--- config.mk ---
export PLATFORM = sky130hd
export DESIGN_NAME = alignment_flag_statistics_unit
export DESIGN_NICKNAME = d
export VERILOG_FILES = /design/src/hdl/afs_pkg.sv /design/src/hdl/alignment_flag_statistics_unit.sv /design/src/hdl/afs_record_eval.sv /design/src/hdl/afs_counter_bank.sv
export SDC_FILE = /design/constraint.sdc
export NUM_CORES = 2
export LEC_CHECK = 0
export BUFFER_PORTS_ARGS = -buffer_cell sky130_fd_sc_hd__buf_4
export CAP_MARGIN = 20
export CORE_UTILIZATION = 55
export DETAILED_ROUTE_END_ITERATION = 10
export PLACE_DENSITY = 0.71
export SYNTH_ARGS = -nofsm -noshare
export SYNTH_HDL_FRONTEND = slang
export SYNTH_SLANG_ARGS = --single-unit
--- constraint.sdc ---
create_clock -name clk_i -period 14.4 [get_ports clk_i]
set_input_delay 2.16 -clock clk_i [delete_from_list [all_inputs] [get_ports clk_i]]
set_output_delay 2.16 -clock clk_i [all_outputs]
set_load 0.1 [all_outputs]
--- src/hdl/afs_pkg.sv ---
// ---------------------------------------------------------------------------
// afs_pkg
// Shared types, constants and helpers of the alignment flag statistics unit.
// ---------------------------------------------------------------------------
`default_nettype none

package afs_pkg;

  localparam int unsigned NUM_COUNTERS = 18;
  localparam int unsigned CNT_W        = 64;
  localparam int unsigned SUM_W        = 32;
  localparam int unsigned OP_W         = 2;
  localparam int unsigned CODE_W       = 4;
  localparam int unsigned CLEN_W       = 28;
  localparam int unsigned FLAGS_W      = 12;
  localparam int unsigned RLEN_W       = 16;
  localparam int unsigned MAPQ_W       = 8;
  localparam int unsigned IDX_W        = 5;

  typedef enum logic [OP_W-1:0] {
    OP_CIGAR  = 2'd0,
    OP_RECORD = 2'd1,
    OP_READ   = 2'd2,
    OP_NONE   = 2'd3
  } op_e;

  typedef enum logic [1:0] {
    ST_OK      = 2'd0,
    ST_SKIP    = 2'd1,
    ST_BAD_OP  = 2'd2,
    ST_NO_FRAG = 2'd3
  } status_e;

  // Cigar operation codes.
  localparam logic [CODE_W-1:0] CIG_MATCH  = 4'd0;
  localparam logic [CODE_W-1:0] CIG_INSERT = 4'd1;
  localparam logic [CODE_W-1:0] CIG_SKIP   = 4'd3;
  localparam logic [CODE_W-1:0] CIG_PAD    = 4'd6;

  // Flag bit positions.
  localparam int unsigned FL_PAIRED        = 0;
  localparam int unsigned FL_PROPER        = 1;
  localparam int unsigned FL_UNMAPPED      = 2;
  localparam int unsigned FL_MATE_UNMAPPED = 3;
  localparam int unsigned FL_READ1         = 6;
  localparam int unsigned FL_READ2         = 7;
  localparam int unsigned FL_SECONDARY     = 8;
  localparam int unsigned FL_QCFAIL        = 9;
  localparam int unsigned FL_DUP           = 10;
  localparam int unsigned FL_SUPPL         = 11;

  localparam logic [MAPQ_W-1:0] MAPQ_UNKNOWN = 8'd255;

  // Counter positions.
  localparam int unsigned C_R_QCPASS     = 0;
  localparam int unsigned C_R_QCFAIL     = 1;
  localparam int unsigned C_R_PAIRED     = 2;
  localparam int unsigned C_R_SINGLE     = 3;
  localparam int unsigned C_B_QCPASS     = 4;
  localparam int unsigned C_B_QCFAIL     = 5;
  localparam int unsigned C_B_PAIRED     = 6;
  localparam int unsigned C_B_SINGLE     = 7;
  localparam int unsigned C_R_DUP        = 8;
  localparam int unsigned C_R_ALIGNED    = 9;
  localparam int unsigned C_R_MAPPED     = 10;
  localparam int unsigned C_B_DUP        = 11;
  localparam int unsigned C_B_ALIGNED    = 12;
  localparam int unsigned C_B_MAPPED     = 13;
  localparam int unsigned C_READ1        = 14;
  localparam int unsigned C_READ2        = 15;
  localparam int unsigned C_PROPER       = 16;
  localparam int unsigned C_BOTHALIGNED  = 17;

  typedef enum logic [1:0] {
    ADD_ONE  = 2'd0,
    ADD_RLEN = 2'd1,
    ADD_USED = 2'd2
  } add_e;

  // What each counter accumulates when it is enabled.
  function automatic add_e counter_addend(input int unsigned idx);
    add_e kind;
    kind = ADD_ONE;
    if (idx == C_B_QCPASS || idx == C_B_QCFAIL || idx == C_B_PAIRED ||
        idx == C_B_SINGLE) begin
      kind = ADD_RLEN;
    end else if (idx == C_B_DUP || idx == C_B_ALIGNED || idx == C_B_MAPPED) begin
      kind = ADD_USED;
    end
    return kind;
  endfunction

  // Counter update request from the record evaluator to the counter bank.
  typedef struct packed {
    logic [NUM_COUNTERS-1:0] inc;
    logic [RLEN_W-1:0]       rlen;
    logic [SUM_W-1:0]        used;
  } upd_t;

endpackage

`default_nettype wire

--- src/hdl/alignment_flag_statistics_unit.sv ---
// ---------------------------------------------------------------------------
// alignment_flag_statistics_unit
// Alignment record statistics: cigar accumulation, flag based counters and
// counter readout.
// ---------------------------------------------------------------------------
// The unit takes one request per cycle while the output side does not stall
// and returns exactly one result per request. Each request is held in an
// input register; from there a single stage of flag decode and parallel
// 64-bit counter adds produces the result register and updates the counters,
// the cigar sum and the pending cigar error in the same cycle. Cigar elements
// must precede their record header, and a counter read returns the value
// after all earlier requests. Counters wrap at 2^64 and reset to zero.
`default_nettype none

module alignment_flag_statistics_unit
  import afs_pkg::*;
(
  input  wire logic                clk_i,
  input  wire logic                rst_ni,
  input  wire logic                in_valid_i,
  output logic                     in_stall_o,
  input  wire logic [OP_W-1:0]     op_i,
  input  wire logic [CODE_W-1:0]   cigar_code_i,
  input  wire logic [CLEN_W-1:0]   cigar_length_i,
  input  wire logic [FLAGS_W-1:0]  flags_i,
  input  wire logic [RLEN_W-1:0]   read_length_i,
  input  wire logic [MAPQ_W-1:0]   mapping_quality_i,
  input  wire logic [IDX_W-1:0]    counter_index_i,
  output logic                     out_valid_o,
  input  wire logic                out_stall_i,
  output logic [1:0]               status_o,
  output logic                     counted_o,
  output logic [CNT_W-1:0]         counter_value_o
);

  // Input register.
  logic                in_valid_q, in_valid_d;
  op_e                 op_q;
  logic [CODE_W-1:0]   code_q;
  logic [CLEN_W-1:0]   clen_q;
  logic [FLAGS_W-1:0]  flags_q;
  logic [RLEN_W-1:0]   rlen_q;
  logic [MAPQ_W-1:0]   mapq_q;
  logic [IDX_W-1:0]    idx_q;

  // Cigar state.
  logic [SUM_W-1:0]    sum_q, sum_d;
  status_e             pend_q, pend_d;

  // Result register.
  logic                out_valid_q, out_valid_d;
  status_e             status_q, status_d;
  logic                counted_q, counted_d;
  logic [CNT_W-1:0]    value_q, value_d;

  logic                advance, in_take;
  upd_t                upd, upd_gated;
  status_e             rec_status;
  logic                rec_counted;
  logic [CNT_W-1:0]    rd_data;

  assign advance    = in_valid_q && (!out_valid_q || !out_stall_i);
  assign in_stall_o = in_valid_q && !advance;
  assign in_take    = in_valid_i && !in_stall_o;

  afs_record_eval u_eval (
    .en_i              (op_q == OP_RECORD),
    .flags_i           (flags_q),
    .read_length_i     (rlen_q),
    .mapping_quality_i (mapq_q),
    .used_sum_i        (sum_q),
    .pending_i         (pend_q),
    .upd_o             (upd),
    .status_o          (rec_status),
    .counted_o         (rec_counted)
  );

  always_comb begin
    upd_gated     = upd;
    upd_gated.inc = advance ? upd.inc : '0;
  end

  afs_counter_bank u_bank (
    .clk_i     (clk_i),
    .rst_ni    (rst_ni),
    .upd_i     (upd_gated),
    .rd_idx_i  (idx_q),
    .rd_data_o (rd_data)
  );

  always_comb begin
    in_valid_d = in_valid_q;
    if (in_take) begin
      in_valid_d = 1'b1;
    end else if (advance) begin
      in_valid_d = 1'b0;
    end
  end

  // Cigar sum and pending error; the first error in cigar order is kept.
  always_comb begin
    sum_d  = sum_q;
    pend_d = pend_q;
    if (advance) begin
      unique case (op_q)
        OP_CIGAR: begin
          if (code_q == CIG_MATCH || code_q == CIG_INSERT) begin
            sum_d = sum_q + SUM_W'(clen_q);
          end else if (code_q == CIG_SKIP && pend_q == ST_OK) begin
            pend_d = ST_SKIP;
          end else if (code_q > CIG_PAD && pend_q == ST_OK) begin
            pend_d = ST_BAD_OP;
          end
        end
        OP_RECORD: begin
          sum_d  = '0;
          pend_d = ST_OK;
        end
        default: begin
          sum_d  = sum_q;
          pend_d = pend_q;
        end
      endcase
    end
  end

  always_comb begin
    out_valid_d = out_valid_q;
    if (advance) begin
      out_valid_d = 1'b1;
    end else if (out_valid_q && !out_stall_i) begin
      out_valid_d = 1'b0;
    end
  end

  always_comb begin
    status_d  = ST_OK;
    counted_d = 1'b0;
    value_d   = '0;
    unique case (op_q)
      OP_RECORD: begin
        status_d  = rec_status;
        counted_d = rec_counted;
      end
      OP_READ: begin
        value_d = rd_data;
      end
      default: begin
        status_d = ST_OK;
      end
    endcase
  end

  always_ff @(posedge clk_i or negedge rst_ni) begin
    if (!rst_ni) begin
      in_valid_q  <= 1'b0;
      out_valid_q <= 1'b0;
      sum_q       <= '0;
      pend_q      <= ST_OK;
    end else begin
      in_valid_q  <= in_valid_d;
      out_valid_q <= out_valid_d;
      sum_q       <= sum_d;
      pend_q      <= pend_d;
    end
  end

  always_ff @(posedge clk_i) begin
    if (in_take) begin
      op_q    <= op_e'(op_i);
      code_q  <= cigar_code_i;
      clen_q  <= cigar_length_i;
      flags_q <= flags_i;
      rlen_q  <= read_length_i;
      mapq_q  <= mapping_quality_i;
      idx_q   <= counter_index_i;
    end
    if (advance) begin
      status_q  <= status_d;
      counted_q <= counted_d;
      value_q   <= value_d;
    end
  end

  assign out_valid_o     = out_valid_q;
  assign status_o        = status_q;
  assign counted_o       = counted_q;
  assign counter_value_o = value_q;

endmodule

`default_nettype wire

--- src/hdl/afs_record_eval.sv ---
// ---------------------------------------------------------------------------
// afs_record_eval
// Decides the outcome of a record header: which counters move, the status
// and whether the record was counted.
// ---------------------------------------------------------------------------
`default_nettype none

module afs_record_eval
  import afs_pkg::*;
(
  input  wire logic                en_i,
  input  wire logic [FLAGS_W-1:0]  flags_i,
  input  wire logic [RLEN_W-1:0]   read_length_i,
  input  wire logic [MAPQ_W-1:0]   mapping_quality_i,
  input  wire logic [SUM_W-1:0]    used_sum_i,
  input  status_e                  pending_i,
  output upd_t                     upd_o,
  output status_e                  status_o,
  output logic                     counted_o
);

  logic filtered, qcfail, paired, mapped, no_frag, cig_err, full, aln;

  always_comb begin
    filtered = (read_length_i == '0) || flags_i[FL_SECONDARY] || flags_i[FL_SUPPL];
    qcfail   = flags_i[FL_QCFAIL];
    paired   = flags_i[FL_PAIRED];
    mapped   = !flags_i[FL_UNMAPPED];
    no_frag  = paired && !flags_i[FL_READ1] && !flags_i[FL_READ2];
    cig_err  = mapped && (pending_i != ST_OK);
    full     = en_i && !filtered && !qcfail && !no_frag && !cig_err;
    aln      = full && mapped;
  end

  always_comb begin
    upd_o      = '0;
    upd_o.rlen = read_length_i;
    upd_o.used = used_sum_i;

    upd_o.inc[C_R_QCFAIL] = en_i && !filtered && qcfail;
    upd_o.inc[C_B_QCFAIL] = en_i && !filtered && qcfail;

    upd_o.inc[C_R_QCPASS] = full;
    upd_o.inc[C_B_QCPASS] = full;
    upd_o.inc[C_R_SINGLE] = full && !paired;
    upd_o.inc[C_B_SINGLE] = full && !paired;
    upd_o.inc[C_R_PAIRED] = full && paired;
    upd_o.inc[C_B_PAIRED] = full && paired;
    // A record carrying both fragment marks counts as read1.
    upd_o.inc[C_READ1]    = full && paired && flags_i[FL_READ1];
    upd_o.inc[C_READ2]    = full && paired && !flags_i[FL_READ1];

    upd_o.inc[C_R_ALIGNED] = aln;
    upd_o.inc[C_B_ALIGNED] = aln;
    upd_o.inc[C_R_MAPPED]  = aln && (mapping_quality_i != '0) &&
                             (mapping_quality_i != MAPQ_UNKNOWN);
    upd_o.inc[C_B_MAPPED]  = upd_o.inc[C_R_MAPPED];
    upd_o.inc[C_R_DUP]     = aln && flags_i[FL_DUP];
    upd_o.inc[C_B_DUP]     = aln && flags_i[FL_DUP];
    upd_o.inc[C_PROPER]    = aln && paired && flags_i[FL_PROPER];
    upd_o.inc[C_BOTHALIGNED] = aln && paired &&
                               (flags_i[FL_PROPER] || !flags_i[FL_MATE_UNMAPPED]);
  end

  always_comb begin
    status_o  = ST_OK;
    counted_o = 1'b0;
    priority if (!en_i || filtered) begin
      status_o  = ST_OK;
      counted_o = 1'b0;
    end else if (qcfail) begin
      counted_o = 1'b1;
    end else if (no_frag) begin
      status_o = ST_NO_FRAG;
    end else if (cig_err) begin
      status_o = pending_i;
    end else begin
      counted_o = 1'b1;
    end
  end

endmodule

`default_nettype wire

--- src/hdl/afs_counter_bank.sv ---
// ---------------------------------------------------------------------------
// afs_counter_bank
// Eighteen wrapping 64-bit statistics counters with one read port.
// ---------------------------------------------------------------------------
`default_nettype none

module afs_counter_bank
  import afs_pkg::*;
(
  input  wire logic              clk_i,
  input  wire logic              rst_ni,
  input  upd_t                   upd_i,
  input  wire logic [IDX_W-1:0]  rd_idx_i,
  output logic [CNT_W-1:0]       rd_data_o
);

  logic [CNT_W-1:0] cnt_q [NUM_COUNTERS];
  logic [CNT_W-1:0] cnt_d [NUM_COUNTERS];

  for (genvar i = 0; i < NUM_COUNTERS; i++) begin : g_cnt
    logic [CNT_W-1:0] addend;

    always_comb begin
      unique case (counter_addend(i))
        ADD_RLEN: addend = CNT_W'(upd_i.rlen);
        ADD_USED: addend = CNT_W'(upd_i.used);
        default:  addend = CNT_W'(1);
      endcase
      cnt_d[i] = upd_i.inc[i] ? cnt_q[i] + addend : cnt_q[i];
    end

    always_ff @(posedge clk_i or negedge rst_ni) begin
      if (!rst_ni) begin
        cnt_q[i] <= '0;
      end else begin
        cnt_q[i] <= cnt_d[i];
      end
    end
  end

  always_comb begin
    rd_data_o = '0;
    for (int unsigned k = 0; k < NUM_COUNTERS; k++) begin
      if (rd_idx_i == IDX_W'(k)) begin
        rd_data_o = cnt_q[k];
      end
    end
  end

endmodule

`default_nettype wire

==> report_table.html <==
<table>
<tr><th>Metric</th><th>Value</th></tr>
<tr><th colspan="2">Layout</th></tr>
<tr><td>Count of fill cells added during filler insertion</td><td>10500</td></tr>
<tr><td>NumNets Final</td><td>7471</td></tr>
<tr><td>Register cell area after layout</td><td>about 0.034 mm²</td></tr>
<tr><td>Fraction of layout cells with a size suffix above 1</td><td>7.75%</td></tr>
<tr><td>Area of the multi-input gates</td><td>0.0353 mm²</td></tr>
<tr><td>Cell area after layout</td><td>0.0788 mm²</td></tr>
<tr><td>Area growth syn-to-layout</td><td>11.5%</td></tr>
<tr><th colspan="2">CTS</th></tr>
<tr><td>Post CTS Setup Buffer Count</td><td>0</td></tr>
<tr><td>Number of buffers added to fix hold violations after cts</td><td>0</td></tr>
<tr><td>Number of gates resized after cts</td><td>0</td></tr>
<tr><td>Clock tree from TritonCTS</td><td>built</td></tr>
<tr><td>CTS HTree Levels</td><td>4</td></tr>
<tr><td>Root buffer cell</td><td>clkbuf_16</td></tr>
<tr><td>Clock insertion delay at the later pin of the skew report</td><td>0.80 ns</td></tr>
<tr><td>Clock Sink Count</td><td>1328</td></tr>
<tr><td>Maximum buffer depth of the clock tree</td><td>3</td></tr>
<tr><td>CTS buffer count</td><td>between 100 and 150</td></tr>
<tr><td>Clk slew on worst S/H paths</td><td>around 0.06 ns</td></tr>
<tr><th colspan="2">GRT</th></tr>
<tr><td>Overall track demand over capacity in global routing</td><td>33.6%</td></tr>
<tr><td>Antenna violations before repair</td><td>4</td></tr>
<tr><td>Pin count of the biggest net entering global routing</td><td>172</td></tr>
<tr><td>Global route total overflow</td><td>0</td></tr>
<tr><td>Vias in the first global route</td><td>55300</td></tr>
<tr><td>Wire length of the first global-routing pass</td><td>335000 µm</td></tr>
<tr><th colspan="2">Synthesis</th></tr>
<tr><td>Cell with the most instances after synthesis</td><td>dfrtp_1</td></tr>
<tr><td>Async set-or-reset flop fraction in the synthesized netlist</td><td>89.5%</td></tr>
<tr><td>Mean instance size in the synthesized netlist</td><td>around 10 µm²</td></tr>
<tr><td>Synth area leaders</td><td>dfrtp_1 42%, xnor2_1 9.6%, edfxtp_1 5.9%</td></tr>
<tr><td>Most area-hungry cell type in the Yosys netlist</td><td>dfrtp_1</td></tr>
<tr><td>Sequential share of the synthesized area</td><td>48.0%</td></tr>
<tr><td>Top cells by count, synth</td><td>1188 x dfrtp_1, 798 x nand2_1, 775 x xnor2_1</td></tr>
<tr><td>Post-synthesis net count</td><td>7362</td></tr>
<tr><td>Count of different cell masters after synthesis</td><td>89</td></tr>
<tr><td>Post-Syn Instances</td><td>7076</td></tr>
<tr><td>Number of synthesized flops with an enable pin</td><td>between 100 and 150</td></tr>
<tr><td>Synth Cell Area</td><td>0.0707 mm²</td></tr>
<tr><td>Fraction of synthesized cell area taken by the top area cell type</td><td>a little over two fifths</td></tr>
<tr><td>Main flop type after synthesis</td><td>dfrtp_1</td></tr>
<tr><td>Number of warnings reported in the yosys synthesis log</td><td>0</td></tr>
<tr><td>Synthesized flop and latch total</td><td>1328</td></tr>
<tr><th colspan="2">Floorplan</th></tr>
<tr><td>Cell Rows</td><td>131</td></tr>
<tr><td>Starting utilization of the core area</td><td>a little under three fifths</td></tr>
<tr><td>CORE AREA</td><td>0.128 mm²</td></tr>
<tr><td>Area of the die</td><td>0.130 mm²</td></tr>
<tr><td>I/O pin total</td><td>148</td></tr>
<tr><td>Die H</td><td>360 µm</td></tr>
<tr><td>Die span in x</td><td>~360 µm</td></tr>
<tr><th colspan="2">Setup path</th></tr>
<tr><td>CP peak stage delay</td><td>0.97 ns</td></tr>
<tr><td>Biggest fanout along the worst timing path</td><td>41</td></tr>
<tr><td>Critical path origin</td><td>out_stall_i</td></tr>
<tr><td>Slowest cell on the critical path</td><td>or3_2</td></tr>
<tr><td>Req. time, crit path</td><td>15.10 ns</td></tr>
<tr><td>Worst setup path category</td><td>in -&gt; reg</td></tr>
<tr><td>Register-to-register setup slack</td><td>around 9.3 ns</td></tr>
<tr><td>Startpoint of the worst register-to-register path</td><td>idx_q[0]</td></tr>
<tr><td>Ordered list of cells on the worst path</td><td>buf_4 &gt; nand2_1 &gt; nand2_1 &gt; inv_4 &gt; o211ai_1 &gt; or3_2 &gt; nor3_2 &gt; buf_4 &gt; nand4_1 &gt; or2_0 &gt; nor4b_1 &gt; xor2_1</td></tr>
<tr><td>Data arrival, critical path</td><td>6.56 ns</td></tr>
<tr><td>Cell family with the largest share of critical-path delay</td><td>simple AND/OR/NAND/NOR gates</td></tr>
<tr><td>Kind of start point of the critical path</td><td>primary input</td></tr>
<tr><td>Endpoint type of the worst setup path</td><td>flip-flop</td></tr>
<tr><td>Buffers &amp; Inverters on Critical Path</td><td>3</td></tr>
<tr><th colspan="2">STA</th></tr>
<tr><td>Slew of the pin with the lowest slew margin</td><td>1.08 ns</td></tr>
<tr><td>Worst rel slew slack</td><td>28.0%</td></tr>
<tr><td>Worst setup skew after layout</td><td>0.0263 ns</td></tr>
<tr><td>Final count of negative-setup-slack endpoints</td><td>0</td></tr>
<tr><td>Setup tns final</td><td>0 ns</td></tr>
<tr><td>Fin crit period</td><td>5.86 ns</td></tr>
<tr><td>Part of the cycle the worst path needs</td><td>40.7%</td></tr>
<tr><td>Total count of max-transition violations in the final report</td><td>0</td></tr>
<tr><td>Setup repair after global routing missed its margin</td><td>no</td></tr>
<tr><td>Maximum frequency from static timing analysis</td><td>171 MHz</td></tr>
<tr><td>Final-report hold violation count</td><td>0</td></tr>
<tr><th colspan="2">Hold path</th></tr>
<tr><td>Worst min-delay path category</td><td>reg -&gt; reg</td></tr>
<tr><td>Startpoint of the lowest-slack hold path</td><td>u_bank.cnt_q[63]</td></tr>
<tr><th colspan="2">Pwr</th></tr>
<tr><td>Sw Share</td><td>between 20% and 30%</td></tr>
<tr><td>Leakage</td><td>between 30 and 40 nW</td></tr>
<tr><td>Combinational group share of total power</td><td>under 10%</td></tr>
<tr><td>Psw</td><td>2.31 mW</td></tr>
<tr><td>Worst ir drop on vdd</td><td>roughly 0.000092 V</td></tr>
<tr><td>Clock share of power</td><td>45.0%</td></tr>
<tr><td>Sequential cell fraction of total power</td><td>45.1%</td></tr>
<tr><td>Areal power density over the cells</td><td>112 mW/mm²</td></tr>
<tr><td>Cell-internal power</td><td>6.53 mW</td></tr>
<tr><th colspan="2">Placement</th></tr>
<tr><td>Placed wire-length estimate after detailed placement</td><td>159000 µm</td></tr>
<tr><td>Buffers added on ports</td><td>145</td></tr>
<tr><td>Post-Place Cell Area</td><td>0.0736 mm²</td></tr>
<tr><td>Final Wtd Congestion</td><td>a little under 1</td></tr>
<tr><th colspan="2">Detailed routing</th></tr>
<tr><td>Avg WL per Cell</td><td>24.4 µm</td></tr>
<tr><td>DRC</td><td>0</td></tr>
<tr><td>Final routed wirelength across all metal layers</td><td>219000 µm</td></tr>
<tr><td>Violation count after the first detailed-route iteration</td><td>slightly above 7000</td></tr>
<tr><td>Total via count in the routed design</td><td>~57000</td></tr>
<tr><td>Antenna-violating nets left</td><td>0</td></tr>
<tr><td>Iteration count of the initial detailed-routing pass</td><td>7</td></tr>
<tr><td>Number of vias per cell</td><td>about 6.4</td></tr>
<tr><th colspan="2">Run</th></tr>
<tr><td>Number of violations of the max-capacitance limit</td><td>0</td></tr>
<tr><th colspan="2">Outcome</th></tr>
<tr><td>Outcome</td><td>finished clean</td></tr>
</table>
[flip-flops by register name, indices dropped and copies added, names as in the netlist]
name,cells
flags_q,10
u_bank.cnt_q,1152
out_valid_o,1
code_q,4
clen_q,28
status_o,2
counted_o,1
rlen_q,16
op_q,2
in_valid_q,1
sum_q,32
mapq_q,8
idx_q,5
pend_q,2
counter_value_o,64
[routing by layer]
| metal | part of all wire (%) | GRT usage, % | vias up |
|---|---|---|---|
| met3 | 10 | 7.00 | 401 |
| met1 | 42 | 47.5 | 28600 |
| li1 | - | - | 25800 |
| met4 | 3.6 | 12.9 | 0 |
| met5 | 0 | 0 | - |
| met2 | 45 | 50.9 | 2494 |
[final cells by class]
cell class / count / share of cell area [%]
well taps: 1662 / 2.64
diodes: 2 / 0.00635
repair buffers: 238 / 2.36
inverters: 137 / 0.656
clock buffers: 217 / 5.61
multi-input cells: 5332 / 44.8
flip-flops and latches: 1328 / 43.1
clock inverters: 54 / 0.842
[placed cells by master (no fill, tap or decap), types with 17 or more instances in the layout]
master,Yosys,layout
edfxtp_1,140,140
a211oi_1,49,49
dfrtp_1,1188,1188
clkbuf_8,0,35
and3_1,252,252
nand2_1,798,795
o31ai_1,20,20
a31oi_1,59,59
or3_1,27,25
o21a_1,39,39
clkbuf_1,235,29
nor4_1,41,40
xnor2_1,775,775
nor2b_1,28,27
nor3_1,103,100
xor2_1,357,357
nand4_1,222,222
and4_1,98,98
nand2b_1,33,33
ha_1,199,199
a21o_1,92,92
clkbuf_16,0,153
buf_4,2,233
a22oi_1,184,184
mux2i_1,17,17
o21bai_1,19,19
a222oi_1,77,77
o221ai_1,40,40
a22o_1,39,39
a21oi_1,222,222
nor2_1,403,391
o211ai_1,21,21
o21ai_0,342,341
a221oi_1,53,53
o22ai_1,36,36
clkinv_2,0,26
and2_1,74,70
nand3_1,424,422
inv_1,137,136
[cell families (layout without fill, tap and decap cells)]
| group | count (synthesis) | after routing | synth area share (%) |
|---|---|---|---|
| mux | 23 | 23 | 0.336 |
| flops | 1328 | 1328 | 48.0 |
| simple gates | 2590 | 2590 | 18.4 |
| compound gates | 1380 | 1380 | 13.2 |
| other cells | 0 | 2 | 0 |
| xor+xnor | 1132 | 1132 | 14.0 |
| fa+ha+maj | 207 | 207 | 3.75 |
| buf+inv | 416 | 646 | 2.26 |
[power by group through the flow]
stage	clock network [mW]	registers [mW]	logic, mW
floorplan	0	4.10	0.488
global route	4.16	3.99	0.960
detailed placement	0	4.05	0.861
CTS	4.01	3.98	0.868
finish	3.98	3.99	0.877
global placement	0	4.05	0.841
[per-stage QoR]
stage	std cells	utilization (%)	total power [mW]	setup WS, ns	hold slack [ns]
4_1_cts	8964	61.7	8.87	8.57	0.468
6_report	8970	61.8	8.84	8.54	0.470
3_5_place_dp	8693	57.8	4.91	7.73	0.460
2_1_floorplan	7076	-	4.59	8.04	0.437
5_1_grt	8968	61.8	9.12	8.34	0.485
3_3_place_gp	8693	57.8	4.89	7.85	0.456
[path summary, 6_finish.rpt]
kind	end	cells after the start
setup / recovery	u_bank.cnt_q[309]	12
hold / removal	u_bank.cnt_q[63]	1
setup reg to reg	counter_value_o[20]	11
hold reg to reg	u_bank.cnt_q[63]	1
max in group asynchronous	u_bank.cnt_q[1067]	4
min in group asynchronous	sum_q[15]	1
No activity file was read; power rests on OpenSTA's default activity.
